File: config.mk
export PLATFORM = sky130hd
export DESIGN_NAME = mp3_frame_sync_finder
export DESIGN_NICKNAME = d
export VERILOG_FILES = /design/src/design/mfsf_pkg.sv /design/src/design/mfsf_parser.sv /design/src/design/mp3_frame_sync_finder.sv
export SDC_FILE = /design/constraint.sdc
export NUM_CORES = 1
export LEC_CHECK = 0
export BUFFER_PORTS_ARGS = -buffer_cell sky130_fd_sc_hd__buf_2
export CORE_MARGIN = 4
export CORE_UTILIZATION = 45
export DETAILED_ROUTE_END_ITERATION = 16
export PLACE_DENSITY = 0.74
export SYNTH_ARGS = -nofsm -noshare
export SYNTH_HDL_FRONTEND = slang
export SYNTH_HIERARCHICAL = 1
export SYNTH_SLANG_ARGS = --single-unit
File: constraint.sdc
create_clock -name aclk -period 11.3 [get_ports aclk]
set_clock_uncertainty 0.05 [all_clocks]
set_input_delay 2.26 -clock aclk [delete_from_list [all_inputs] [get_ports aclk]]
set_output_delay 2.26 -clock aclk [all_outputs]
set_load 0.01 [all_outputs]
File: src/design/mfsf_pkg.sv
package mfsf_pkg;

    localparam logic [7:0] SYNC_BYTE     = 8'hFF;
    localparam logic [7:0] SYNC_NO_CRC   = 8'hFB;
    localparam logic [7:0] SYNC_WITH_CRC = 8'hFA;
    localparam logic [7:0] TAG_CHAR_I    = 8'h49;
    localparam logic [7:0] TAG_CHAR_D    = 8'h44;
    localparam logic [7:0] TAG_CHAR_3    = 8'h33;
    localparam logic [7:0] TAG_VER_LIMIT = 8'h80;
    localparam logic [6:0] SYNCSAFE_MASK = 7'h7F;

    localparam logic [3:0] KBPS_FREE      = 4'd0;
    localparam logic [3:0] KBPS_FORBIDDEN = 4'd15;
    localparam logic [1:0] HZ_RESERVED    = 2'd3;

    localparam logic [3:0] TAG_FIRST_INDEX = 4'd4;
    localparam logic [3:0] TAG_SIZE_INDEX  = 4'd6;
    localparam logic [3:0] TAG_LAST_INDEX  = 4'd9;

    localparam int OUT_DATA_W = 72;

    // Frame length in bytes, less the four header bytes, for each bit rate index.
    localparam logic [10:0] LEN_44K1 [16] = '{
        11'd0,   11'd100, 11'd126, 11'd152, 11'd178, 11'd204, 11'd257, 11'd309,
        11'd361, 11'd413, 11'd518, 11'd622, 11'd727, 11'd831, 11'd1040, 11'd0
    };
    localparam logic [10:0] LEN_48K [16] = '{
        11'd0,   11'd92,  11'd116, 11'd140, 11'd164, 11'd188, 11'd236, 11'd284,
        11'd332, 11'd380, 11'd476, 11'd572, 11'd668, 11'd764, 11'd956, 11'd0
    };
    localparam logic [10:0] LEN_32K [16] = '{
        11'd0,   11'd140, 11'd176, 11'd212, 11'd248, 11'd284, 11'd356, 11'd428,
        11'd500, 11'd572, 11'd716, 11'd860, 11'd1004, 11'd1148, 11'd1436, 11'd0
    };

    typedef struct packed {
        logic        crc_present;
        logic        padding;
        logic [15:0] sample_rate_hz;
        logic [8:0]  bit_rate_kbps;
        logic [10:0] frame_payload_len;
        logic [31:0] start_offset;
    } mfsf_result_t;

    function automatic logic [8:0] kbps_lookup(input logic [3:0] idx);
        logic [8:0] kbps;
        case (idx)
            4'd1:    kbps = 9'd32;
            4'd2:    kbps = 9'd40;
            4'd3:    kbps = 9'd48;
            4'd4:    kbps = 9'd56;
            4'd5:    kbps = 9'd64;
            4'd6:    kbps = 9'd80;
            4'd7:    kbps = 9'd96;
            4'd8:    kbps = 9'd112;
            4'd9:    kbps = 9'd128;
            4'd10:   kbps = 9'd160;
            4'd11:   kbps = 9'd192;
            4'd12:   kbps = 9'd224;
            4'd13:   kbps = 9'd256;
            4'd14:   kbps = 9'd320;
            default: kbps = 9'd0;
        endcase
        return kbps;
    endfunction

    function automatic logic [15:0] hz_lookup(input logic [1:0] idx);
        logic [15:0] hz;
        case (idx)
            2'd0:    hz = 16'd44100;
            2'd1:    hz = 16'd48000;
            2'd2:    hz = 16'd32000;
            default: hz = 16'd0;
        endcase
        return hz;
    endfunction

    function automatic logic [10:0] body_len_lookup(input logic [3:0] kidx,
                                                   input logic [1:0] sidx);
        logic [10:0] len;
        case (sidx)
            2'd0:    len = LEN_44K1[kidx];
            2'd1:    len = LEN_48K[kidx];
            2'd2:    len = LEN_32K[kidx];
            default: len = 11'd0;
        endcase
        return len;
    endfunction

endpackage

File: src/design/mfsf_parser.sv
module mfsf_parser
    import mfsf_pkg::*;
(
    input  logic         aclk,
    input  logic         aresetn,
    input  logic         item_valid,
    input  logic [7:0]   data_byte,
    input  logic         stream_start,
    output logic         res_valid,
    output mfsf_result_t res
);

    localparam logic [1:0] MODE_SEARCH = 2'd0;
    localparam logic [1:0] MODE_TAG    = 2'd1;
    localparam logic [1:0] MODE_SKIP   = 2'd2;
    localparam logic [1:0] MODE_DONE   = 2'd3;

    logic [23:0] window_reg, window_next, window_cur;
    logic [1:0]  fill_reg, fill_next, fill_cur;
    logic [1:0]  mode_reg, mode_next, mode_cur;
    logic [3:0]  tag_idx_reg, tag_idx_next, tag_idx_cur;
    logic [27:0] tag_accum_reg, tag_accum_next, tag_accum_cur;
    logic [27:0] skip_reg, skip_next, skip_cur;
    logic [31:0] pos_reg, pos_next, pos_cur;

    logic [7:0]  h0, h1, h2;
    logic [3:0]  kbps_idx;
    logic [1:0]  hz_idx;
    logic        is_sync, is_usable, is_tag, emit;
    logic [27:0] accum_upd, skip_dec;

    always_comb begin
        window_cur    = stream_start ? 24'd0 : window_reg;
        fill_cur      = stream_start ? 2'd0 : fill_reg;
        mode_cur      = stream_start ? MODE_SEARCH : mode_reg;
        tag_idx_cur   = stream_start ? 4'd0 : tag_idx_reg;
        tag_accum_cur = stream_start ? 28'd0 : tag_accum_reg;
        skip_cur      = stream_start ? 28'd0 : skip_reg;
        pos_cur       = stream_start ? 32'd0 : pos_reg;

        h0 = window_cur[23:16];
        h1 = window_cur[15:8];
        h2 = window_cur[7:0];
        kbps_idx = data_byte[7:4];
        hz_idx   = data_byte[3:2];

        is_sync   = (h0 == SYNC_BYTE) && ((h1 == SYNC_NO_CRC) || (h1 == SYNC_WITH_CRC));
        is_usable = (kbps_idx != KBPS_FREE) && (kbps_idx != KBPS_FORBIDDEN)
                    && (hz_idx != HZ_RESERVED);
        is_tag    = (h0 == TAG_CHAR_I) && (h1 == TAG_CHAR_D) && (h2 == TAG_CHAR_3)
                    && (data_byte < TAG_VER_LIMIT);

        accum_upd = {tag_accum_cur[20:0], data_byte[6:0] & SYNCSAFE_MASK};
        skip_dec  = (skip_cur != 28'd0) ? skip_cur - 28'd1 : skip_cur;

        window_next    = window_cur;
        fill_next      = fill_cur;
        mode_next      = mode_cur;
        tag_idx_next   = tag_idx_cur;
        tag_accum_next = tag_accum_cur;
        skip_next      = skip_cur;
        pos_next       = (pos_cur == '1) ? pos_cur : pos_cur + 32'd1;
        emit           = 1'b0;

        case (mode_cur)
            MODE_SEARCH: begin
                if ((fill_cur == 2'd3) && is_sync && is_usable) begin
                    emit      = 1'b1;
                    mode_next = MODE_DONE;
                end else if ((fill_cur == 2'd3) && !is_sync && is_tag) begin
                    mode_next      = MODE_TAG;
                    tag_idx_next   = TAG_FIRST_INDEX;
                    tag_accum_next = 28'd0;
                    window_next    = 24'd0;
                    fill_next      = 2'd0;
                end else begin
                    window_next = {window_cur[15:0], data_byte};
                    if (fill_cur != 2'd3) begin
                        fill_next = fill_cur + 2'd1;
                    end
                end
            end
            MODE_TAG: begin
                if (tag_idx_cur >= TAG_SIZE_INDEX) begin
                    tag_accum_next = accum_upd;
                end
                if (tag_idx_cur >= TAG_LAST_INDEX) begin
                    skip_next    = tag_accum_next;
                    tag_idx_next = 4'd0;
                    if (tag_accum_next == 28'd0) begin
                        mode_next   = MODE_SEARCH;
                        window_next = 24'd0;
                        fill_next   = 2'd0;
                    end else begin
                        mode_next = MODE_SKIP;
                    end
                end else begin
                    tag_idx_next = tag_idx_cur + 4'd1;
                end
            end
            MODE_SKIP: begin
                skip_next = skip_dec;
                if (skip_dec == 28'd0) begin
                    mode_next   = MODE_SEARCH;
                    window_next = 24'd0;
                    fill_next   = 2'd0;
                end
            end
            default: begin
            end
        endcase

        res_valid             = item_valid && emit;
        res.start_offset      = pos_cur - 32'd3;
        res.frame_payload_len = body_len_lookup(kbps_idx, hz_idx) + {10'd0, data_byte[1]};
        res.bit_rate_kbps     = kbps_lookup(kbps_idx);
        res.sample_rate_hz    = hz_lookup(hz_idx);
        res.padding           = data_byte[1];
        res.crc_present       = (h1 == SYNC_WITH_CRC);
    end

    always_ff @(posedge aclk) begin
        if (!aresetn) begin
            window_reg    <= 24'd0;
            fill_reg      <= 2'd0;
            mode_reg      <= MODE_SEARCH;
            tag_idx_reg   <= 4'd0;
            tag_accum_reg <= 28'd0;
            skip_reg      <= 28'd0;
            pos_reg       <= 32'd0;
        end else if (item_valid) begin
            window_reg    <= window_next;
            fill_reg      <= fill_next;
            mode_reg      <= mode_next;
            tag_idx_reg   <= tag_idx_next;
            tag_accum_reg <= tag_accum_next;
            skip_reg      <= skip_next;
            pos_reg       <= pos_next;
        end
    end

endmodule

File: src/design/mp3_frame_sync_finder.sv
// Finds the first usable MPEG-1 Layer 3 frame header in a byte stream.
// Input channel: one file byte per transfer in s_tdata, with s_tuser set on
// the first byte of a new file, which clears all search state before use.
// A leading ID3v2 tag is skipped whole, using the length in its header.
// Output channel: at most one transfer per file, giving the offset of the
// sync byte, the decoded bit rate and sample rate, the padding and CRC flags
// and the frame length less the four header bytes.
// Throughput is one byte per cycle while s_tready is high: each byte is handled
// in a single pass of logic between the search state registers and the output
// stage. The result of the byte that completes the header is registered into
// the output stage and appears on m_tvalid once any result ahead of it has gone.
// After a result, further bytes only advance the position counter until the
// next s_tuser marks a new file.
// Reset clears the search state and empties the output stage; s_tready is
// low while reset is held.
// The output stage holds two results. While m_tready is low the block keeps
// taking bytes; s_tready drops only when both entries are full.
module mp3_frame_sync_finder
    import mfsf_pkg::*;
(
    input  logic                  aclk,
    input  logic                  aresetn,
    input  logic                  s_tvalid,
    output logic                  s_tready,
    input  logic [7:0]            s_tdata,  // [7:0] data_byte
    input  logic [0:0]            s_tuser,  // [0] stream_start
    output logic                  m_tvalid,
    input  logic                  m_tready,
    output logic [OUT_DATA_W-1:0] m_tdata   // [31:0] start_offset,
                                            // [42:32] frame_payload_len,
                                            // [51:43] bit_rate_kbps,
                                            // [67:52] sample_rate_hz,
                                            // [68] padding, [69] crc_present
);

    logic         in_xfer;
    logic         res_valid;
    mfsf_result_t res;

    logic         out_valid_reg, out_valid_next;
    mfsf_result_t out_data_reg, out_data_next;
    logic         skid_valid_reg, skid_valid_next;
    mfsf_result_t skid_data_reg, skid_data_next;

    assign s_tready = aresetn && !skid_valid_reg;
    assign in_xfer  = s_tvalid && s_tready;

    mfsf_parser u_parser (
        .aclk         (aclk),
        .aresetn      (aresetn),
        .item_valid   (in_xfer),
        .data_byte    (s_tdata),
        .stream_start (s_tuser[0]),
        .res_valid    (res_valid),
        .res          (res)
    );

    always_comb begin
        out_valid_next  = out_valid_reg;
        out_data_next   = out_data_reg;
        skid_valid_next = skid_valid_reg;
        skid_data_next  = skid_data_reg;
        if (!out_valid_reg || m_tready) begin
            if (skid_valid_reg) begin
                out_valid_next  = 1'b1;
                out_data_next   = skid_data_reg;
                skid_valid_next = res_valid;
                skid_data_next  = res;
            end else begin
                out_valid_next = res_valid;
                out_data_next  = res;
            end
        end else if (res_valid) begin
            skid_valid_next = 1'b1;
            skid_data_next  = res;
        end
    end

    always_ff @(posedge aclk) begin
        if (!aresetn) begin
            out_valid_reg  <= 1'b0;
            skid_valid_reg <= 1'b0;
        end else begin
            out_valid_reg  <= out_valid_next;
            skid_valid_reg <= skid_valid_next;
        end
    end

    always_ff @(posedge aclk) begin
        out_data_reg  <= out_data_next;
        skid_data_reg <= skid_data_next;
    end

    assign m_tvalid = out_valid_reg;
    assign m_tdata  = {2'b00, out_data_reg};

endmodule

Word level (Yosys, flattened, before mapping) --
Memories as Yosys holds them, arrays and structs flattened. Index checks and enable logic that the tools add are counted.
Word-level totals: register bits 262, latch bits 0, bits in writable memories 0, bits in read-only memories 624, bits of input ports 13, output and inout bits 74, word-level logic and storage cells 135, memories 4
Cells by class: add/sub/neg operators 6, $mul 0, div/mod/pow operators 0, $lt $le $gt $ge 4, equality and inequality tests 16, shift operators 0, mux-type cells 57, bitwise gates (word level) 1, reduce and logical (&&, ||, !) cells 26
Memory list:
- (no name shown) | depth 16, bits a word 11, rd ports 1, clocked after memory_dff 0, write ports 0, line mfsf_pkg.sv:84 | 2'd2: len = LEN_32K[kidx];
- (no name shown) | depth 16, bits a word 11, rd ports 1, clocked after memory_dff 0, write ports 0, line mfsf_pkg.sv:82 | 2'd0: len = LEN_44K1[kidx];
- (no name shown) | depth 16, bits a word 11, rd ports 1, clocked after memory_dff 0, write ports 0, line mfsf_pkg.sv:83 | 2'd1: len = LEN_48K[kidx];
- (no name shown) | depth 16, bits a word 6, rd ports 1, clocked after memory_dff 0, write ports 0, line mfsf_pkg.sv:47 | case (idx)
Operators by type and width (number):
- 2-to-1 mux 70 bit | 4
- 2-to-1 mux 28 bit | 8
- 2-to-1 mux 24 bit | 6
- one-hot mux 28 bit (2 select lines) | 2
- one-hot mux 24 bit (3 select lines) | 1
- 2-to-1 mux 11 bit | 6
- 2-to-1 mux 32 bit | 2
- logical NOT 28 bit | 2
- one-hot mux 16 bit (3 select lines) | 1
- one-hot mux 11 bit (3 select lines) | 1
- adder 32 x 1 -> 32 bit, second input constant | 1
- == test 32 bit, second input constant | 1
- subtractor 32 x 2 -> 32 bit, second input constant | 1
- nonzero test 28 bit | 1
- subtractor 28 x 1 -> 28 bit, second input constant | 1
- 2-to-1 mux 2 bit | 13
- == test 8 bit, second input constant | 3
- == test 8 x 7 -> 1 bit, second input constant | 2
- 2-to-1 mux 4 bit | 4
- logical AND 1 bit | 13
- one-hot mux 2 bit (3 select lines) | 2
- adder 11 x 1 -> 11 bit | 1
- == test 8 x 6 -> 1 bit, second input constant | 1
- < comparator 8 bit, second input constant | 1
- 18 further kinds | 32

Longest topological paths before layout --
word-level depth 11, gate-level depth with buffers 22, mapped depth without buffers 13

Modules after synthesis --
Netlist, hierarchy kept.
By module, submodules not included:
- mfsf_parser | times used 1, cells each 1383, area each 9566.7 um^2
- mp3_frame_sync_finder | times used 1, cells each 233, area each 5403.9 um^2

Worst setup path before layout --
OpenSTA, ideal clock, no wires.
path type in2reg, start point input s_tuser, end point register u_parser.pos_reg[29], arrival 6.718 ns, data required time 11.122 ns, slack 4.404 ns, stages 20, cell sequence clkbuf_1 clkbuf_1 buf_2 buf_2 buf_1 clkbuf_1 clkbuf_1 clkbuf_1 buf_1 nor2b_1 ha_1 nand4b_1 or3_1 nor4_1 a2111oi_0 nand4_1 nor4_1 nand2_1 xnor2_1 nor2_1
Between the ends: cells in the longest elaborated chain, start to end 3, elaborated cells on any way between the ends 4
RTL lines:
- start: declaration | line mp3_frame_sync_finder.sv:26 | input logic [0:0] s_tuser,
- 2-to-1 mux 32 bit (*) | line mfsf_parser.sv:39 | pos_cur = stream_start ? 32'd0 : pos_reg;
- adder 32 x 1 -> 32 bit / == test 32 bit (equally long branches) | line mfsf_parser.sv:62 | pos_next = (pos_cur == '1) ? pos_cur : pos_cur + 32'd1;
- 2-to-1 mux 32 bit (*) | line mfsf_parser.sv:62
- end signal: assignment | line mfsf_parser.sv:138 | pos_reg <= pos_next;
- end: declaration | line mfsf_parser.sv:24 | logic [31:0] pos_reg, pos_next, pos_cur;
Every way passes the cells marked *; elsewhere a longest branch is shown, timed or not. A chain may end at the register's enable or synchronous reset.

Final worst setup path --
start point input s_tuser, end point register u_parser.window_reg[15]
Between the ends: cells in the longest elaborated chain, start to end 10, elaborated cells on any way between the ends 41
RTL lines:
- parallel branches: the longest is 9 deep, another holds subtractor 28 x 1 -> 28 bit
- one-hot mux 24 bit (3 select lines) (*) | line mfsf_parser.sv:65 | case (mode_cur)
- end signal: assignment | line mfsf_parser.sv:132 | window_reg <= window_next;
- end: declaration | line mfsf_parser.sv:18 | logic [23:0] window_reg, window_next, window_cur;
Mark *: on every way between the ends. The select of a mux whose other input is x is not followed.

==> flow_metrics.env <==
export IMPL_status="finished clean"
export IMPL_path_clk_slew_ps=60
export IMPL_tns_ps=0
export IMPL_grt_overflow=0
export IMPL_cp_data_arrival_time_ps=6990
export IMPL_postPlaceCellArea_sq_mm=0.0154
export IMPL_clk_latency_ps=550
export IMPL_cts_buffers=28
export IMPL_worstSetupPathType="in -> reg"
export IMPL_combPwrFrac_pct=10.9
export IMPL_synth_seq_cells=261
export IMPL_cts_tree="yes"
export IMPL_synthArstFlopShare_pct=0
export IMPL_grt_antenna_before_repair=0
export IMPL_grt_max_degree=88
export IMPL_wl_microns=38200
export IMPL_post_route_period_util_pct=58.7
export IMPL_rr_worst_depth=9
export IMPL_instances_no_fill=2073
export IMPL_numClockSinks=261
export IMPL_syn_avg_cell_area_sq_um=9.26
export IMPL_drive_above_1_share_pct=15.0
export IMPL_max_stage_delay_ps=840
export IMPL_synth_largest_area_cell="edfxtp_1"
export IMPL_setup_ws_ps=4670
export IMPL_max_freq_mhz=151
export IMPL_clockBufferDepth=3
export IMPL_path_max_fanout=62
export IMPL_grt_pass1_vias=11518
export IMPL_nets=1647
export IMPL_start_util_pct=45.8
export IMPL_crit_path_start_kind="input pin"
export IMPL_first_iter_violations=1439
export IMPL_avgViaCountPerCell=6.02
export IMPL_fp_row_count=66
export IMPL_synth_edf_count=140
export IMPL_fin_total_pwr_mw=2.17
export IMPL_crit_chain="buf_4, inv_2, nand2_1, ha_1, nor3b_1, nand4_1, a21oi_2, a211oi_1, or4_4, nor4_4, a41oi_4, o21ai_2, o22ai_1"
export IMPL_dpl_hpwl_microns=25700
export IMPL_dr_total_vias=12488
export IMPL_whs_path_depth=2
export IMPL_use_met2_pct=32.5
export IMPL_crit_slowest_cell="a21oi_2"
export IMPL_drcViolationCount=0
export IMPL_final_util_pct=49.9
export IMPL_p_clk_share_pct=41.5
export IMPL_pwr_share_seq_pct=47.6
export IMPL_p_leak_nw=5.82
export IMPL_synth_most_common_cell="nor2_1"
export IMPL_met1_usage_pct=29.1
export IMPL_final_max_slew_viol_count=0
export IMPL_grt_util_all_layers_pct=20.3
export IMPL_cellPowerDensity_mw_per_mm2=133
export IMPL_cts_resized=0
export IMPL_stdcell_area_sq_mm=0.0163
export IMPL_fin_hold_ws_ps=428
export IMPL_max_cap_viol_count=0
export IMPL_sw_frac_of_total_pct=25.3
export IMPL_syn_inst=1616
export IMPL_period_needed_ps=6630
export IMPL_syn_area_sq_mm=0.0150
export IMPL_grt_pass1_wl_microns=61700
export IMPL_postCtsHoldBufs=0
export IMPL_worstMarginPinSlew_ps=1030
export IMPL_r2r_slack_ps=6840
export IMPL_die_w_microns=190
export IMPL_p_int_mw=1.62
export IMPL_min_to="u_parser/window_reg[19]$_SDFFE_PN0P_"
export IMPL_num_io_pins=87
export IMPL_rsz0062_at_grt="no"
export IMPL_ys_warn_count=6
export IMPL_yosysSeqAreaShare_pct=44.3
export IMPL_postRouteAntennaNets=0
export IMPL_dp_slack_ps=4100
export IMPL_root_buffer="clkbuf_16"
export IMPL_gp_congestion=0.961
export IMPL_synth_top_area_share_pct=28.1
export IMPL_relSlewSlack_pct=31.4
export IMPL_htreeDepth=1
export IMPL_min_from="u_parser/window_reg[19]$_SDFFE_PN0P_"
export IMPL_use_met3_pct=2.38
export IMPL_synth_area_leaders="edfxtp_1, dfxtp_1, mux2_4"
export IMPL_antennaDiodeCount=0
export IMPL_yosysUniqueCellTypes=83
export IMPL_r2r_end="u_parser/window_reg[15]$_SDFFE_PN0P_"
export IMPL_cp_end_kind="register"
export IMPL_peakVddDrop_v=0.0000744
export IMPL_drt_pass1_iterations=6
export IMPL_synthFlopType="edfxtp_1"
export IMPL_final_hold_violation_count=0
export IMPL_hp_class="reg -> reg"
export IMPL_switchingPower_mw=0.549
export IMPL_worstPathRequired_ps=11660
export IMPL_dieArea_sq_mm=0.0363
export IMPL_netlist_top_cells_count="nor2_1, nand2_1, edfxtp_1, dfxtp_1, a21oi_1"
export IMPL_dieHeight_microns=190
export IMPL_timing_rr_start="u_parser/skip_reg[12]$_SDFFE_PN0P_"
export IMPL_port_buffer_count=84
export IMPL_coreArea_sq_mm=0.0327
export IMPL_syn_to_final_growth_pct=9.03
export IMPL_dp_cells=2021
export IMPL_setup_viol=0
export IMPL_post_cts_setup_buffers=0
export IMPL_wl_per_cell_microns=18.4
export IMPL_top_usage_layer="met2"
-- routing by layer --
layer,vias to the layer above,routed length [microns]
li1,5888,-
met1,5944,17000
met2,577,17300
met3,79,2940
met4,0,936
met5,-,0
-- cell families after synthesis --
logic type / Yosys count / share of synthesized area [%]
compound gates: 373 / 16.2
xor+xnor: 49 / 2.87
mux: 100 / 8.81
fa+ha+maj: 25 / 2.09
buf+inv: 184 / 5.49
other cells: 2 / 0.0502
simple gates: 622 / 20.2
flops: 261 / 44.3
-- critical path, delay by kind of cell --
kind                       cells  cell delay [ps]
AOI/OAI and AO/OA              5             1890
adders and majority gates      1              310
buffers and inverters          2              930
and+or+nand+nor                5             1540
-- layout by cell type (no fill, tap or decap), types with 10 or more instances in the layout --
cell,n
xnor2_1,27
nor2_1,200
nand3_1,38
buf_4,11
dfxtp_1,120
a211oi_1,11
buf_2,83
nor3_1,56
mux2_4,57
nor2b_1,18
ha_1,25
clkbuf_16,28
conb_1,10
o21ai_0,83
edfxtp_1,140
o22ai_1,17
o31ai_1,10
nor4_1,33
inv_1,41
and3_1,16
a22oi_1,29
a21oi_1,103
mux2i_1,26
mux2_2,16
and2_1,16
nand4_1,26
xor2_1,22
nand2_1,155
a31oi_1,19
-- layout make-up --
cell class              count  area (sq um)
inverters                  45           169
multi-input cells        1179          7560
well taps                 442           553
clock inverters            15           159
flip-flops and latches    261          6630
repair buffers             94           498
fillers                  3027         16400
clock buffers              37           749
-- power by group through the flow --
stage	Combinational [mW]	Clock (mW)	Sequential, mW
2_1_floorplan	0.169	0	1.05
3_3_place_gp	0.229	0	1.05
3_5_place_dp	0.232	0	1.05
4_1_cts	0.233	0.926	1.03
5_1_grt	0.256	0.966	1.03
6_report	0.237	0.900	1.03
-- how the worst max path moves through the flow --
| stage | from | to | slack (ps) | cells past startpoint |
|---|---|---|---|---|
| finish | s_tuser | u_parser/window_reg[15]$_SDFFE_PN0P_ | 4670 | 13 |
| global route | s_tuser | u_parser/window_reg[17]$_SDFFE_PN0P_ | 4330 | 13 |
| CTS | s_tuser | u_parser/window_reg[15]$_SDFFE_PN0P_ | 4750 | 13 |
| detailed placement | s_tuser | u_parser/window_reg[20]$_SDFFE_PN0P_ | 4100 | 13 |
| global placement | s_tuser | u_parser/window_reg[17]$_SDFFE_PN0P_ | 4250 | 13 |
| floorplan | s_tuser | u_parser/pos_reg[29]$_SDFFE_PN0P_ | 4400 | 20 |
No activity file was read; power rests on OpenSTA's default activity.
